===== src/hdl/rtsa_pkg.sv =====
// ----------------------------------------------------------------------------
// Render target slot allocator - shared definitions
// Status and opcode codes, register indexes and the bitmap fit helpers.
// ----------------------------------------------------------------------------
package rtsa_pkg;

   localparam int REG_WORDS = 8;           // words in the output register map
   localparam int DEF_NUM_TILE_BUFS = 8;
   localparam int DEF_WORDS_PER_BUFFER = 8;

   // Result status codes
   localparam logic [1:0] ST_OUT_REG   = 2'd0;
   localparam logic [1:0] ST_TILE_BUF  = 2'd1;
   localparam logic [1:0] ST_NO_BUFFER = 2'd2;
   localparam logic [1:0] ST_TOO_LARGE = 2'd3;

   // Request opcodes
   localparam logic OP_ALLOC = 1'b0;
   localparam logic OP_CLEAR = 1'b1;

   // Configuration register indexes
   localparam logic CSR_MAX_OUTPUT_REGS = 1'b0;
   localparam logic CSR_EVEN_ALIGN_WIDE = 1'b1;

   typedef struct packed {
      logic       found;
      logic [2:0] offset;
   } fit_type;

   // Run of size words starting at start, bits above 15 dropped
   function automatic logic [15:0] run_mask(input logic [2:0] start, input logic [4:0] size);
      logic [31:0] m;
      m = ((32'd1 << size) - 32'd1) << start;
      return m[15:0];
   endfunction

   // Lowest free run of size words inside limit words; candidates are checked
   // independently and the lowest wins.
   function automatic fit_type find_fit(input logic [7:0] map, input logic [3:0] limit,
                                        input logic [4:0] size, input logic even);
      fit_type     r;
      logic [15:0] m;
      logic        step2;
      r.found  = 1'b0;
      r.offset = 3'd0;
      step2    = even && (size == 5'd2 || size == 5'd4);
      if (size == 5'd0) begin
         r.found = 1'b1;
      end else begin
         for (int i = REG_WORDS - 1; i >= 0; i--) begin
            m = run_mask(3'(i), size);
            if ((6'(i) + 6'(size) <= 6'(limit)) && !(step2 && i[0])
                && ((16'(map) & m) == 16'd0)) begin
               r.found  = 1'b1;
               r.offset = 3'(i);
            end
         end
      end
      return r;
   endfunction

   // Round up to a power of two, minimum 1, capped at 8
   function automatic logic [3:0] round_pow2(input logic [3:0] v);
      logic [3:0] r;
      if (v <= 4'd1)      r = 4'd1;
      else if (v <= 4'd2) r = 4'd2;
      else if (v <= 4'd4) r = 4'd4;
      else                r = 4'd8;
      return r;
   endfunction

endpackage


===== src/hdl/render_target_slot_allocator_core.sv =====
// ----------------------------------------------------------------------------
// Render target slot allocator core
// First-fit placement of render targets in output register and tile buffer
// word bitmaps.
// ----------------------------------------------------------------------------
// One transaction at a time. A transaction is taken in, then checked against
// the output register map; an item that lands in the output registers, a
// clear, or an oversized target finishes there. When the target does not fit
// in the register map, the tile buffer bitmaps are read from a one-port-read,
// one-port-write memory, one buffer per cycle while the output register is
// free, scanned in order from the lowest open buffer.
// The result sits in an output register; the next transaction is taken while
// it waits, but is not finished until the output register is free. The tile
// buffer memory needs no clearing: only buffers below the open count are ever
// read, and opening a buffer writes its whole bitmap.
// ----------------------------------------------------------------------------
module render_target_slot_allocator_core #(
   parameter int NUM_TILE_BUFS    = rtsa_pkg::DEF_NUM_TILE_BUFS,
   parameter int WORDS_PER_BUFFER = rtsa_pkg::DEF_WORDS_PER_BUFFER
) (
   input  logic       clock,
   input  logic       reset,
   // configuration
   input  logic       csr_wr_en,
   input  logic       csr_index,
   input  logic [3:0] csr_data,
   // request channel
   input  logic       req_valid,
   output logic       req_stall,
   input  logic       req_opcode,
   input  logic [5:0] req_accum_bytes,
   // response channel
   output logic       rsp_valid,
   input  logic       rsp_stall,
   output logic [1:0] rsp_status,
   output logic [2:0] rsp_word_offset,
   output logic [2:0] rsp_buffer_index,
   output logic [5:0] rsp_intermediate_bytes,
   output logic [7:0] rsp_target_index,
   output logic [3:0] rsp_regs_in_use,
   output logic [3:0] rsp_regs_rounded,
   output logic [3:0] rsp_buffers_in_use
);
   import rtsa_pkg::*;

   // Only the first min(WORDS_PER_BUFFER, REG_WORDS) words of a buffer are
   // ever reachable, since the buffer limit never exceeds the register limit.
   localparam int BUF_W = (WORDS_PER_BUFFER < REG_WORDS) ? WORDS_PER_BUFFER : REG_WORDS;
   localparam int AW    = (NUM_TILE_BUFS > 1) ? $clog2(NUM_TILE_BUFS) : 1;
   localparam int CNT_W = $clog2(NUM_TILE_BUFS + 1);
   localparam logic [CNT_W-1:0] TB_CNT = CNT_W'(NUM_TILE_BUFS);

   // sequencer states
   localparam logic [1:0] S_IDLE = 2'd0;  // waiting for a transaction
   localparam logic [1:0] S_EVAL = 2'd1;  // register map check, clear, size check
   localparam logic [1:0] S_SCAN = 2'd2;  // one tile buffer bitmap per cycle while the output is free

   // ---------------------------------------------------------------- state
   logic [1:0]        state_ff, state_in;
   logic              op_ff, op_in;
   logic [5:0]        bytes_ff, bytes_in;
   logic [4:0]        size_ff, size_in;
   logic [AW-1:0]     scan_ff, scan_in;

   logic [REG_WORDS-1:0] reg_map_ff, reg_map_in;
   logic [CNT_W-1:0]  open_cnt_ff, open_cnt_in;
   logic [3:0]        hwu_ff, hwu_in;          // highest word used plus one
   logic [7:0]        tgt_cnt_ff, tgt_cnt_in;

   logic [3:0]        max_regs_ff;
   logic              even_ff;

   // tile buffer bitmaps
   logic [BUF_W-1:0]  buf_mem [NUM_TILE_BUFS];
   logic [BUF_W-1:0]  rd_data_ff;
   logic              rd_en;
   logic [AW-1:0]     rd_addr;
   logic              wr_en;
   logic [AW-1:0]     wr_addr;
   logic [BUF_W-1:0]  wr_data;

   // result register
   logic              rsp_valid_ff, rsp_valid_in;
   logic [1:0]        rsp_status_ff, rsp_status_in;
   logic [2:0]        rsp_offset_ff, rsp_offset_in;
   logic [2:0]        rsp_buf_ff, rsp_buf_in;
   logic [5:0]        rsp_inter_ff, rsp_inter_in;
   logic [7:0]        rsp_index_ff, rsp_index_in;
   logic [3:0]        rsp_in_use_ff, rsp_in_use_in;
   logic [3:0]        rsp_rounded_ff, rsp_rounded_in;
   logic [3:0]        rsp_bufs_ff, rsp_bufs_in;

   // ---------------------------------------------------------------- limits
   logic [3:0] reg_limit;
   logic [3:0] buf_limit;

   always_comb begin
      if (max_regs_ff == 4'd0)                 reg_limit = 4'd1;
      else if (max_regs_ff > 4'(REG_WORDS))    reg_limit = 4'(REG_WORDS);
      else                                     reg_limit = max_regs_ff;
      if (reg_limit < 4'(BUF_W)) buf_limit = reg_limit;
      else                       buf_limit = 4'(BUF_W);
   end

   logic out_free;
   logic req_take;
   assign out_free  = !rsp_valid_ff || !rsp_stall;
   assign req_stall = (state_ff != S_IDLE);
   assign req_take  = req_valid && !req_stall;

   fit_type reg_fit;
   fit_type buf_fit;
   assign reg_fit = find_fit(8'(reg_map_ff), reg_limit, size_ff, even_ff);
   assign buf_fit = find_fit(8'(rd_data_ff), buf_limit, size_ff, even_ff);

   logic [15:0] reg_mask;
   logic [15:0] buf_mask;
   logic [15:0] new_mask;
   assign reg_mask = run_mask(reg_fit.offset, size_ff);
   assign buf_mask = run_mask(buf_fit.offset, size_ff);
   assign new_mask = run_mask(3'd0, size_ff);

   // ---------------------------------------------------------------- sequencer
   logic          finish;
   logic          res_ok;      // placement made: bump counters
   logic          try_new;     // no existing space: open a new buffer
   logic [1:0]    res_status;
   logic [2:0]    res_offset;
   logic [AW-1:0] res_buf;
   logic [7:0]    res_index;
   logic [5:0]    end_word;
   logic [AW+2:0] buf_wide;
   logic [CNT_W+3:0] cnt_wide;
   logic [CNT_W-1:0] scan_next;

   always_comb begin
      state_in    = state_ff;
      op_in       = op_ff;
      bytes_in    = bytes_ff;
      size_in     = size_ff;
      scan_in     = scan_ff;
      reg_map_in  = reg_map_ff;
      open_cnt_in = open_cnt_ff;
      hwu_in      = hwu_ff;
      tgt_cnt_in  = tgt_cnt_ff;
      rd_en       = 1'b0;
      rd_addr     = scan_ff;
      wr_en       = 1'b0;
      wr_addr     = scan_ff;
      wr_data     = rd_data_ff | buf_mask[BUF_W-1:0];
      finish      = 1'b0;
      res_ok      = 1'b0;
      try_new     = 1'b0;
      res_status  = ST_OUT_REG;
      res_offset  = 3'd0;
      res_buf     = '0;
      res_index   = tgt_cnt_ff;
      scan_next   = CNT_W'(scan_ff) + CNT_W'(1);

      unique case (state_ff)
         S_IDLE: begin
            if (req_take) begin
               op_in    = req_opcode;
               bytes_in = req_accum_bytes;
               size_in  = 5'((7'(req_accum_bytes) + 7'd3) >> 2);
               state_in = S_EVAL;
            end
         end
         S_EVAL: begin
            if (out_free) begin
               if (op_ff == OP_CLEAR) begin
                  finish      = 1'b1;
                  reg_map_in  = '0;
                  open_cnt_in = '0;
                  hwu_in      = 4'd0;
                  tgt_cnt_in  = 8'd0;
                  res_index   = 8'd0;
                  state_in    = S_IDLE;
               end else if (size_ff > 5'(reg_limit)) begin
                  finish     = 1'b1;
                  res_status = ST_TOO_LARGE;
                  state_in   = S_IDLE;
               end else if (reg_fit.found) begin
                  finish     = 1'b1;
                  res_ok     = 1'b1;
                  res_offset = reg_fit.offset;
                  reg_map_in = reg_map_ff | reg_mask[REG_WORDS-1:0];
                  state_in   = S_IDLE;
               end else if (open_cnt_ff != '0) begin
                  rd_en    = 1'b1;
                  rd_addr  = '0;
                  scan_in  = '0;
                  state_in = S_SCAN;
               end else begin
                  try_new = 1'b1;
               end
            end
         end
         S_SCAN: begin
            // rd_data_ff holds buffer scan_ff; it stays put while we wait
            if (out_free) begin
               if (buf_fit.found) begin
                  finish     = 1'b1;
                  res_ok     = 1'b1;
                  res_status = ST_TILE_BUF;
                  res_offset = buf_fit.offset;
                  res_buf    = scan_ff;
                  wr_en      = 1'b1;
                  wr_addr    = scan_ff;
                  wr_data    = rd_data_ff | buf_mask[BUF_W-1:0];
                  state_in   = S_IDLE;
               end else if (scan_next < open_cnt_ff) begin
                  rd_en   = 1'b1;
                  rd_addr = scan_next[AW-1:0];
                  scan_in = scan_next[AW-1:0];
               end else begin
                  try_new = 1'b1;
               end
            end
         end
         default: begin
            state_in = S_IDLE;
         end
      endcase

      // open a fresh tile buffer, or report why not
      if (try_new) begin
         finish   = 1'b1;
         state_in = S_IDLE;
         if (open_cnt_ff >= TB_CNT) begin
            res_status = ST_NO_BUFFER;
         end else if (size_ff > 5'(buf_limit)) begin
            res_status = ST_TOO_LARGE;
         end else begin
            res_ok      = 1'b1;
            res_status  = ST_TILE_BUF;
            res_buf     = open_cnt_ff[AW-1:0];
            wr_en       = 1'b1;
            wr_addr     = open_cnt_ff[AW-1:0];
            wr_data     = new_mask[BUF_W-1:0];
            open_cnt_in = open_cnt_ff + CNT_W'(1);
         end
      end

      end_word = 6'(res_offset) + 6'(size_ff);
      if (res_ok) begin
         if (size_ff != 5'd0 && end_word > 6'(hwu_ff)) hwu_in = end_word[3:0];
         tgt_cnt_in = tgt_cnt_ff + 8'd1;
      end

      buf_wide = (AW + 3)'(res_buf);
      cnt_wide = (CNT_W + 4)'(open_cnt_in);

      rsp_valid_in   = rsp_valid_ff && rsp_stall;
      rsp_status_in  = rsp_status_ff;
      rsp_offset_in  = rsp_offset_ff;
      rsp_buf_in     = rsp_buf_ff;
      rsp_inter_in   = rsp_inter_ff;
      rsp_index_in   = rsp_index_ff;
      rsp_in_use_in  = rsp_in_use_ff;
      rsp_rounded_in = rsp_rounded_ff;
      rsp_bufs_in    = rsp_bufs_ff;
      if (finish) begin
         rsp_valid_in   = 1'b1;
         rsp_status_in  = res_status;
         rsp_offset_in  = res_ok ? res_offset : 3'd0;
         rsp_buf_in     = res_ok ? buf_wide[2:0] : 3'd0;
         rsp_inter_in   = res_ok ? bytes_ff : 6'd0;
         rsp_index_in   = res_index;
         rsp_in_use_in  = hwu_in;
         rsp_rounded_in = round_pow2(hwu_in);
         rsp_bufs_in    = cnt_wide[3:0];
      end
   end

   // ---------------------------------------------------------------- registers
   always_ff @(posedge clock) begin
      if (reset) begin
         state_ff     <= S_IDLE;
         reg_map_ff   <= '0;
         open_cnt_ff  <= '0;
         hwu_ff       <= 4'd0;
         tgt_cnt_ff   <= 8'd0;
         max_regs_ff  <= 4'(REG_WORDS);
         even_ff      <= 1'b0;
         rsp_valid_ff <= 1'b0;
      end else begin
         state_ff     <= state_in;
         reg_map_ff   <= reg_map_in;
         open_cnt_ff  <= open_cnt_in;
         hwu_ff       <= hwu_in;
         tgt_cnt_ff   <= tgt_cnt_in;
         rsp_valid_ff <= rsp_valid_in;
         if (csr_wr_en) begin
            unique case (csr_index)
               CSR_MAX_OUTPUT_REGS: max_regs_ff <= csr_data;
               CSR_EVEN_ALIGN_WIDE: even_ff     <= csr_data[0];
               default: ;
            endcase
         end
      end
   end

   // payload, no reset
   always_ff @(posedge clock) begin
      op_ff          <= op_in;
      bytes_ff       <= bytes_in;
      size_ff        <= size_in;
      scan_ff        <= scan_in;
      rsp_status_ff  <= rsp_status_in;
      rsp_offset_ff  <= rsp_offset_in;
      rsp_buf_ff     <= rsp_buf_in;
      rsp_inter_ff   <= rsp_inter_in;
      rsp_index_ff   <= rsp_index_in;
      rsp_in_use_ff  <= rsp_in_use_in;
      rsp_rounded_ff <= rsp_rounded_in;
      rsp_bufs_ff    <= rsp_bufs_in;
   end

   // tile buffer bitmap memory, registered read
   always_ff @(posedge clock) begin
      if (wr_en) buf_mem[wr_addr] <= wr_data;
      if (rd_en) rd_data_ff <= buf_mem[rd_addr];
   end

   // ---------------------------------------------------------------- outputs
   assign rsp_valid              = rsp_valid_ff;
   assign rsp_status             = rsp_status_ff;
   assign rsp_word_offset        = rsp_offset_ff;
   assign rsp_buffer_index       = rsp_buf_ff;
   assign rsp_intermediate_bytes = rsp_inter_ff;
   assign rsp_target_index       = rsp_index_ff;
   assign rsp_regs_in_use        = rsp_in_use_ff;
   assign rsp_regs_rounded       = rsp_rounded_ff;
   assign rsp_buffers_in_use     = rsp_bufs_ff;

   // ---------------------------------------------------------------- checks
   a_open_bound: assert property (@(posedge clock) disable iff (reset)
      open_cnt_ff <= TB_CNT)
      else $error("open tile buffer count above buffer total");

   a_hwu_bound: assert property (@(posedge clock) disable iff (reset)
      hwu_ff <= 4'(REG_WORDS))
      else $error("highest word used beyond register map");

   a_write_opened: assert property (@(posedge clock) disable iff (reset)
      wr_en |=> (CNT_W'($past(wr_addr)) < open_cnt_ff))
      else $error("bitmap written for a buffer that is not open");

   a_result_source: assert property (@(posedge clock) disable iff (reset)
      $rose(rsp_valid) |-> ($past(state_ff) == S_EVAL || $past(state_ff) == S_SCAN))
      else $error("result raised outside evaluation or scan");

endmodule

===== config.mk =====
export PLATFORM = sky130hd
export DESIGN_NAME = render_target_slot_allocator_core
export DESIGN_NICKNAME = d
export VERILOG_FILES = /design/src/hdl/rtsa_pkg.sv /design/src/hdl/render_target_slot_allocator_core.sv
export SDC_FILE = /design/constraint.sdc
export NUM_CORES = 1
export LEC_CHECK = 0
export BUFFER_PORTS_ARGS = -buffer_cell sky130_fd_sc_hd__buf_4
export CORE_UTILIZATION = 34
export CTS_CLUSTER_SIZE = 24
export DETAILED_ROUTE_END_ITERATION = 16
export GPL_ROUTABILITY_DRIVEN = 0
export SKIP_CTS_REPAIR_TIMING = 1
export SYNTH_ARGS = -nofsm -noshare
export SYNTH_HDL_FRONTEND = slang
export SYNTH_SLANG_ARGS = --single-unit

===== constraint.sdc =====
create_clock -name clock -period 8.4 [get_ports clock]
set_clock_uncertainty 0.15 [all_clocks]
set_input_delay 0 -clock clock [delete_from_list [all_inputs] [get_ports clock]]
set_output_delay 0 -clock clock [all_outputs]
set_load 0.05 [all_outputs]

# Word level (Yosys, flattened, before mapping)
# Memory sizes are Yosys's and may differ from the RTL's. A register that Yosys moved wholly into a read port is not among the register bits.
# Cells that the tools add are included.
# totals
elab_cells	286
out_inout_bits	36
memories	1
ff_bits	81
ram_bits	64
# classes
eq_ne	10
magnitude_cmp	26
shift	3
n_addsub	13
reduce_logical	64
muxes	129
n_bitwise	19
# mem_list
memory	words	width	read_ports	rd_ports_with_merged_regs	write_ports	line_no	source
buf_mem	8	8	1	1	1	render_target_slot_allocator_core.sv:74	logic [BUF_W-1:0] buf_mem [NUM_TILE_BUFS];
# op_table
cell	count
bitwise AND 8 x 16 -> 16 bit	16
zero test 16 bit	16
two-way mux 4 bit	31
less-or-equal comparator 6 x 4 -> 1 bit	14
two-way mux 8 bit	10
two-way mux 3 bit	25
left shift 32 x 3 -> 8 bit	2
two-way mux 1 bit	40
left shift 1 x 5 -> 32 bit (first input constant)	1
subtractor 32 x 1 -> 32 bit (second input constant)	1
two-way mux 2 bit	15
logical AND 1 bit	28
adder 3 x 5 -> 6 bit (first input constant)	4
OR 8 bit	2
adder 2 x 5 -> 6 bit (first input constant)	2
one-hot mux 3 bit (2 select lines)	2
> comparator 5 x 4 -> 1 bit	2
less-or-equal comparator 5 x 4 -> 1 bit	2
!= test 2 bit (second input constant)	5
adder 8 x 1 -> 8 bit (second input constant)	1
one-hot mux 1 bit (2 select lines)	4
adder 6 x 2 -> 7 bit (second input constant)	1
adder 1 x 5 -> 6 bit (first input constant)	1
adder 3 x 5 -> 6 bit	1
other kinds (30)	38

# Depth between registers and ports, before layout
# Gate-level depths: netlist (run 1).
# logic_depth
word_depth	28
depth_mapped	32
mapped_depth_nobuf	29

# Worst setup path after synthesis (run 1)
# No wires, ideal clock.
# synth_timing
kind	reg-to-reg
from	register size_ff[1]
to	register rsp_rounded_ff[3], in the netlist rsp_regs_rounded[3], data pin
required_time_ns	7.995
path_buffers	5
path_slack_ns	1.308
path_stages_with_launch	33
arrival_time_ns	6.687
path_cell_list	edfxtp_1 inv_1 ha_1 buf_4 and2_1 inv_2 buf_2 buf_2 ha_1 inv_1 clkbuf_1 nand2_1 o2111ai_1 o32ai_1 a2111oi_2 nand4bb_1 and3_1 clkbuf_1 a22oi_1 nor2b_1 ha_1 fa_1 xor2_1 ha_1 o21ai_0 nand2b_1 a21oi_1 a41o_1 a21oi_1 nand2_4 mux2_1 or3_1 and2_1
# synth_between
elab_chain_cells	27
# synth_lines
item	line_no	source
start: declaration	render_target_slot_allocator_core.sv:62	logic [4:0] size_ff, size_in;
start signal: assignment	render_target_slot_allocator_core.sv:308	size_ff <= size_in;
parallel branches: the longest is 19 deep, another holds subtractor 32 x 1 -> 32 bit	n/a	
one-hot mux 3 bit (2 select lines) (*)	render_target_slot_allocator_core.sv:160	unique case (state_ff)
via res_offset[0]	render_target_slot_allocator_core.sv:128	logic [2:0] res_offset;
adder 3 x 5 -> 6 bit (*)	render_target_slot_allocator_core.sv:245	end_word = 6'(res_offset) + 6'(size_ff);
> comparator 6 x 4 -> 1 bit	render_target_slot_allocator_core.sv:247	if (size_ff != 5'd0 && end_word > 6'(hwu_ff)) hwu_in = end_word[3:0];
logical AND 1 bit	render_target_slot_allocator_core.sv:247	
two-way mux 4 bit (*)	render_target_slot_allocator_core.sv:247	
two-way mux 4 bit (*)	render_target_slot_allocator_core.sv:246	if (res_ok) begin
via hwu_in[3]	render_target_slot_allocator_core.sv:67	logic [3:0] hwu_ff, hwu_in;
less-or-equal comparator 4 x 3 -> 1 bit (tied with other cells)	rtsa_pkg.sv:67	else if (v <= 4'd4) r = 4'd4;
two-way mux 4 bit / OR reduction 2 bit (equally long branches)	n/a	
end signal: assignment	render_target_slot_allocator_core.sv:316	rsp_rounded_ff <= rsp_rounded_in;
end: declaration	render_target_slot_allocator_core.sv:90	logic [3:0] rsp_rounded_ff, rsp_rounded_in;
# Mark *: on every way through the listed nets, which the timed path passes.
# A chain may end at the register's enable or synchronous reset.

# Worst setup path after layout (run 1)
# layout_timing
from	register size_ff[0]
to	register rsp_rounded_ff[3], in the netlist rsp_regs_rounded[3], data pin
# Same word-level chain as after synthesis.

==> impl_results.md, run 1 <==
* Maxcap violations at 0
* FP Rows at 61
* Hold slack at -37.6 ps
* H-tree depth at 4
* Minimum clock period at 7740 ps
* Maximum vdd ir drop at about 140 uV
* WS Path Type: reg -> reg
* P_leak at 4.06 nW
* Slew headroom at a little under a third
* Port bufs at 52
* Warnings from Yosys at 0
* # IOs at 53
* CORE AREA at 27,900 um2
* Nature of the critical path startpoint: register
* Routed vias at 7,469
* Antenna diodes at 0
* Wirelength per Cell at 17.6 um
* Top cell type's share of synthesized area at 36.7%
* Global Route Usage Sum at between 15 and 20%
* Layout cells sized above 1 at 14.0%
* Area Growth Syn to Fin at 16.1%
* Max incr delay on CP at around 810 ps
* Most used cell, CP: ha_1
* Antenna viol nets, final at 0
* Via-per-instance ratio at 5.42
* Nets@finish at 1,064
* Number of DRC markers in iteration 0 at roughly 680
* Vias in the first global route at 7,101
* GRT overflow at 0
* # fillers at 2,724
* Endpoints failing setup at 0
* CP max-delay cell: xor2_1
* Clock tree buffer depth at 2
* Synthesized area at 9660 um2
* Hpwl dp at between 15,000 and 20,000 um
* Slew Viols, Final at 0
* Post-Route Setup TNS at 0 ps
* Fin crit share at 92.1%
* Clk slew on worst S/H paths at roughly 70 ps
* Syn Inst Count at between 900 and 1,000
* Global-route wire length before repair at 38,600 um
* Cell Pwr Density at 193 nW/um2
* Sequential share of the synthesized area at 43.9%
* Hold Fails Final Rpt at 2
* RSZ-0062 raised after global routing: no
* Die width at 171 um
* Worst-Margin Slew at 1050 ps
* Ranking of synthesized cells by area: edfxtp_1 37%, ha_1 7.6%, mux2i_1 7.4%
* WL final at between 20,000 and 25,000 um
* Pin count of the biggest net entering global routing at 35
* Num CTS Buffers at 17
* #FFs+latches synth at ~150
* WP buf/inv at 2
* CP Data Arrival Time at 7770 ps
* DRC violations left at 0
* WP data required at 8430 ps
* Status: finished, violations left
* Crit path max-delay family: simple AND/OR/NAND/NOR gates
* CTS tree: done
* R2R Setup Slk at 660 ps
* Antenna violations before repair at 0
* Initial Util at 34.7%
* Ys async rst share at 0%
* Netlist cell types at 93
* EDFF count, synth at 118
* Fmax at 0.129 GHz
* Skew-Pair Late Insertion Delay at 440 ps
* Ys flop type: edfxtp_1
* Die height at between 150 and 200 um
* CTS sink count at between 150 and 200
* HP Class: in -> reg
* Die area at 29,100 um2
* CTS root buf: clkbuf_16
* CP max FO at 20
* Failing checks: hold timing
* Mapped Nets at roughly 990
* Drt first pass iters at 6
* Largest area contributor in the synthesized netlist: edfxtp_1
* Crit. End Element: register
* Post-Syn Area per Cell at 10.5 um2
-- routing by layer --
layer | global-route usage [%] | share of wire [%] | vias up
li1 | - | - | 3601
met1 | 23.5 | 47 | 3562
met4 | 6.38 | 2.3 | 0
met5 | 0 | 0 | -
met2 | 26.7 | 44 | 269
met3 | 3.03 | 6.4 | 37
-- cell type report --
class | count | area [um2] | share of cell area (%)
Multi-Input combinational cell | 679 | 5010 | 44.7
Sequential cell | 153 | 4240 | 37.8
Timing Repair Buffer | 94 | 761 | 6.78
Tap cell | 378 | 473 | 4.21
Clock buffer | 18 | 429 | 3.82
Inverter | 42 | 158 | 1.40
Clock inverter | 14 | 145 | 1.29
-- flip-flops by register name (all words and copies together) (netlist names), 3 cells and up --
| signal | count |
|---|---|
| rsp_word_offset | 3 |
| open_cnt_ff | 4 |
| hwu_ff | 4 |
| bytes_ff | 6 |
| scan_ff | 3 |
| rd_data_ff | 8 |
| rsp_buffers_in_use | 4 |
| size_ff | 5 |
| reg_map_ff | 8 |
| rsp_buffer_index | 3 |
| rsp_target_index | 8 |
| rsp_regs_in_use | 4 |
| max_regs_ff | 4 |
| buf_mem | 64 |
| tgt_cnt_ff | 8 |
| rsp_intermediate_bytes | 6 |
| rsp_regs_rounded | 4 |
-- cells in the final DEF (no fill, tap or decap), drive strengths merged, types with 6 or more instances in the layout --
| cell | netlist | final |
|---|---|---|
| nand2 | 66 | 66 |
| a211oi | 8 | 8 |
| ha | 59 | 59 |
| nand3 | 23 | 23 |
| inv | 42 | 46 |
| dfxtp | 35 | 35 |
| a31oi | 12 | 12 |
| edfxtp | 118 | 118 |
| nor3 | 19 | 19 |
| nor2 | 60 | 60 |
| mux2 | 13 | 13 |
| nand2b | 13 | 13 |
| clkinv | 0 | 7 |
| a32oi | 8 | 8 |
| xor2 | 7 | 7 |
| dlygate4sd3 | 0 | 22 |
| o211ai | 11 | 11 |
| or3 | 8 | 8 |
| a221o | 6 | 6 |
| o21ai | 36 | 36 |
| nor2b | 31 | 31 |
| and2 | 29 | 29 |
| xnor2 | 12 | 12 |
| a22o | 7 | 7 |
| clkbuf | 23 | 18 |
| a22oi | 20 | 20 |
| nand3b | 7 | 7 |
| buf | 20 | 72 |
| and3 | 8 | 8 |
| mux2i | 72 | 72 |
| a21oi | 52 | 52 |
-- logic make-up after synthesis --
family	count (synthesis)	synth area share, %
compound gates	226	17.0
xor+xnor	19	1.88
fa+ha+maj	60	7.85
buf+inv	85	4.23
flops	153	43.9
mux	87	9.48
simple gates	287	15.7
-- synth_stat cells (4+ instances only) --
cell	count
inv_1	41
mux2_2	12
nand3b_1	7
xnor2_1	12
and2_1	27
a22o_1	7
a31oi_1	12
nand2_1	65
nor3b_1	4
nand4_1	4
nand3_1	23
clkbuf_1	23
and3_1	8
buf_4	4
a32o_1	4
a21oi_1	50
or3_1	6
a32oi_1	8
dfxtp_1	35
ha_1	59
a221o_1	6
nor2b_1	31
a22oi_1	20
edfxtp_1	118
a211oi_1	7
mux2i_1	71
nand2b_1	13
o31ai_1	5
o211ai_1	11
nor2_1	59
nor3_1	17
a21o_1	4
o22ai_1	4
buf_2	7
xor2_1	5
o21ai_0	33
a21boi_0	4
-- power breakdown --
group	leakage (nW)	internal, mW	total (mW)	switching (mW)
clock	0.278	0.439	0.759	0.321
sequential	1.36	0.844	0.857	0.0136
combinational	2.42	0.205	0.550	0.344
total	4.06	1.49	2.17	0.678
-- worst min-delay path, delay by kind of cell --
kind	cells	cell delay, ps
buf+inv	2	170
simple gates	1	110
compound gates	2	200
-- final timing paths --
check | start | end | cells after the start
worst min register to register | tgt_cnt_ff[7]$_SDFF_PP0_ | tgt_cnt_ff[7]$_SDFF_PP0_ | 2
worst min-delay path | req_valid | state_ff[1]$_SDFFE_PP0P_ | 5
worst max register to register | size_ff[0]$_DFFE_PP_ | rsp_regs_rounded[3]$_SDFFCE_PP0P_ | 25
worst max-delay path | size_ff[0]$_DFFE_PP_ | rsp_regs_rounded[3]$_SDFFCE_PP0P_ | 25
-- metrics by stage --
stage / cell area, um2 / power, mW / utilization, % / setup slack (ps) / cells
6_report: 11200 / 2.17 / 40.3 / 664 / 1378
5_1_grt: 11200 / 2.27 / 40.3 / 268 / 1378
4_1_cts: 11000 / 2.17 / 39.5 / 825 / 1356
3_5_place_dp: 10400 / 1.40 / 37.4 / 838 / 1324
3_3_place_gp: 10400 / 1.40 / 37.4 / 1040 / 1324
2_1_floorplan: 9660 / 1.27 / - / 1310 / 917
Power figures use the tool's default switching activity.
==> run 2: changes to the inputs <==
- ABC_CLOCK_PERIOD_IN_PS: default -> 8400
- CELL_PAD_IN_SITES_DETAIL_PLACEMENT: default -> 1
- CELL_PAD_IN_SITES_GLOBAL_PLACEMENT: default -> 1
- GPL_ROUTABILITY_DRIVEN: 0 -> default
- PLACE_DENSITY_LB_ADDON: default -> 0.1
==> impl_results.md, run 2 (synthesis gave the netlist of run 1 again) <==
* Status: finished, violations left
* Failing checks: hold timing
* Pin count of the biggest net entering global routing at 35 (unchanged)
* CTS root buf: clkbuf_16
* Nets@finish at 1,068 (+0.38%)
* RePlAce Congestion at 0.838
* Crit. End Element: register
* P_leak at 4.08 nW (+0.59%)
* Antenna violations before repair at 0 (unchanged)
* Crit path max-delay family: simple AND/OR/NAND/NOR gates
* Antenna viol nets, final at 0 (unchanged)
* R2r startpoint: size_ff[1]$_DFFE_PP_
* Initial Util at 34.7% (unchanged)
* Seq. cell area at 4240 um2 (unchanged)
* HP Class: in -> reg
* Max FFs per register at 64 (unchanged)
* # fillers at 3,135 (+15%)
* Fmax at 0.128 GHz (-1.3%)
* Global Route Usage Sum at 20.4% (+3.3 points)
* Vias in the first global route at 7,622 (+7.3%)
* CP max-delay cell: a2111oi_2
* Hold Fails Final Rpt at 1 (-1)
* R2R depth at 27 (+8.0%)
* Layout Cell Area excl Fill at 11,300 um2 (+0.43%)
* Maximum vdd ir drop at 151 uV (+11%)
* DRC violations left at 0 (unchanged)
* DR top layer: met4
* # IOs at 53 (unchanged)
* Area Growth Syn to Fin at 16.7%
* CTS tree: done
* Port bufs at 52 (unchanged)
* CTS sink count at 153 (unchanged)
* Wirelength per Cell at 20.9 um (+19%)
* Die area at 29,100 um2 (unchanged)
* Skew-Pair Late Insertion Delay at 440 ps (about the same)
* Placed cell count at 1,328 (+0.30%)
* Antenna diodes at 0 (unchanged)
* WP buf/inv at 3 (+1)
* Routed vias at 7,486 (+0.23%)
* Layout cells sized above 1 at 14.6% (+0.64 points)
* Fin crit share at 93.3% (+1.2 points)
* Number of DRC markers in iteration 0 at 369 (-46%)
* CP Data Arrival Time at 7880 ps (+110 ps)
* Nature of the critical path startpoint: register
* Most used cell, CP: ha_1
* Clk slew on worst S/H paths at 70 ps (about the same)
* Area occupied by multi-input gates at 5010 um2 (about the same)
* R2R Setup Slk at 560 ps (-100 ps)
* Min-Delay Path Depth at 5 (unchanged)
* Leading cell type in the layout, fill and taps excluded: edfxtp_1
* Final core utilization at 40.5% (+0.18 points)
* Most frequent cells in the layout: 118 x edfxtp_1, 76 x buf_4, 71 x mux2i_1
* Hold wc startpoint: req_valid
* Post-Route Setup TNS at 0 ps (unchanged)
* Largest Register: buf_mem
* Min-Delay Endpoint: state_ff[1]$_SDFFE_PP0P_
* Slew Viols, Final at 0 (unchanged)
* PnR Total Power at 2.22 mW (+2.4%)
* Reg-to-reg endpoint: rsp_regs_rounded[3]$_SDFFCE_PP0P_
* Slew headroom at 22.8% (-7.4 points)
* Hpwl dp at 21,200 um (+24%)
* Endpoints failing setup at 0 (unchanged)
* WS Path Type: reg -> reg
* CORE AREA at 27,900 um2 (unchanged)
* Drt first pass iters at 5 (-1)
* Hold slack at -42.0 ps (-4.41 ps)
* Maxcap violations at 0 (unchanged)
* Final worst slack at 562 ps (-102 ps)
* Clock tree buffer depth at 2 (unchanged)
* Minimum clock period at 7840 ps (+102 ps)
* Worst-Margin Slew at 1150 ps (+106 ps)
* WP data required at 8440 ps (about the same)
* H-tree depth at 4 (unchanged)
* Num CTS Buffers at 17 (unchanged)
* Placed Area at 10,500 um2 (+0.26%)
* RSZ-0062 raised after global routing: no
* CP max FO at 20 (unchanged)
* FP Rows at 61 (unchanged)
* Global-route wire length before repair at 45,000 um (+17%)
* Die height at 171 um (unchanged)
* Via-per-instance ratio at 5.42 (about the same)
* Met3 Wirelength at 776 um (-50%)
* Max incr delay on CP at 470 ps (-340 ps)
* Dpl ws at 732 ps (-106 ps)
* Post-route insts no fill at 1,382 (+0.29%)
* WL met1 at 14,100 um (+24%)
* Die width at 171 um (unchanged)
* GRT overflow at 0 (unchanged)
* Cell Pwr Density at 197 nW/um2 (+1.9%)
* WL final at 28,900 um (+19%)
* Met2 Routed Length at 13,700 um (+27%)
[run 2: tightest hold or removal path, stage by stage]
cell,delay (ps)
buf_4,110
inv_1,80
a222oi_1,140
nand3_1,110
a21oi_1,60
[run 2: worst max-delay path by stage]
stage                         start  cells past startpoint                           endpoint
2_1_floorplan  size_ff[1]$_DFFE_PP_                     32  rsp_regs_rounded[3]$_SDFFCE_PP0P_
3_3_place_gp   size_ff[1]$_DFFE_PP_                     27  rsp_regs_rounded[3]$_SDFFCE_PP0P_
3_5_place_dp   size_ff[1]$_DFFE_PP_                     27  rsp_regs_rounded[3]$_SDFFCE_PP0P_
4_1_cts        size_ff[1]$_DFFE_PP_                     27  rsp_regs_rounded[3]$_SDFFCE_PP0P_
5_1_grt        size_ff[1]$_DFFE_PP_                     27  rsp_regs_rounded[3]$_SDFFCE_PP0P_
6_report       size_ff[1]$_DFFE_PP_                     27  rsp_regs_rounded[3]$_SDFFCE_PP0P_
[run 2: power breakdown]
group	total, mW	leakage, nW	switching (mW)	internal, mW
Clock	0.786	0.282	0.383	0.402
Sequential	0.855	1.36	0.0120	0.843
Combinational	0.578	2.44	0.370	0.208
[run 2: cell type report]
type / instances / area share (%)
clock buffers: 17 / 3.77
clock inverters: 15 / 1.51
inverters: 42 / 1.40
multi-input cells: 679 / 44.5
flip-flops and latches: 153 / 37.7
well taps: 378 / 4.20
repair buffers: 98 / 7.02
[run 2: metal layers]
layer  GRT usage [%]  vias up
met1            27.9     3748
met4            4.86        0
li1                -     3598
met3            3.05       25
met2            33.7      115
met5               0        -
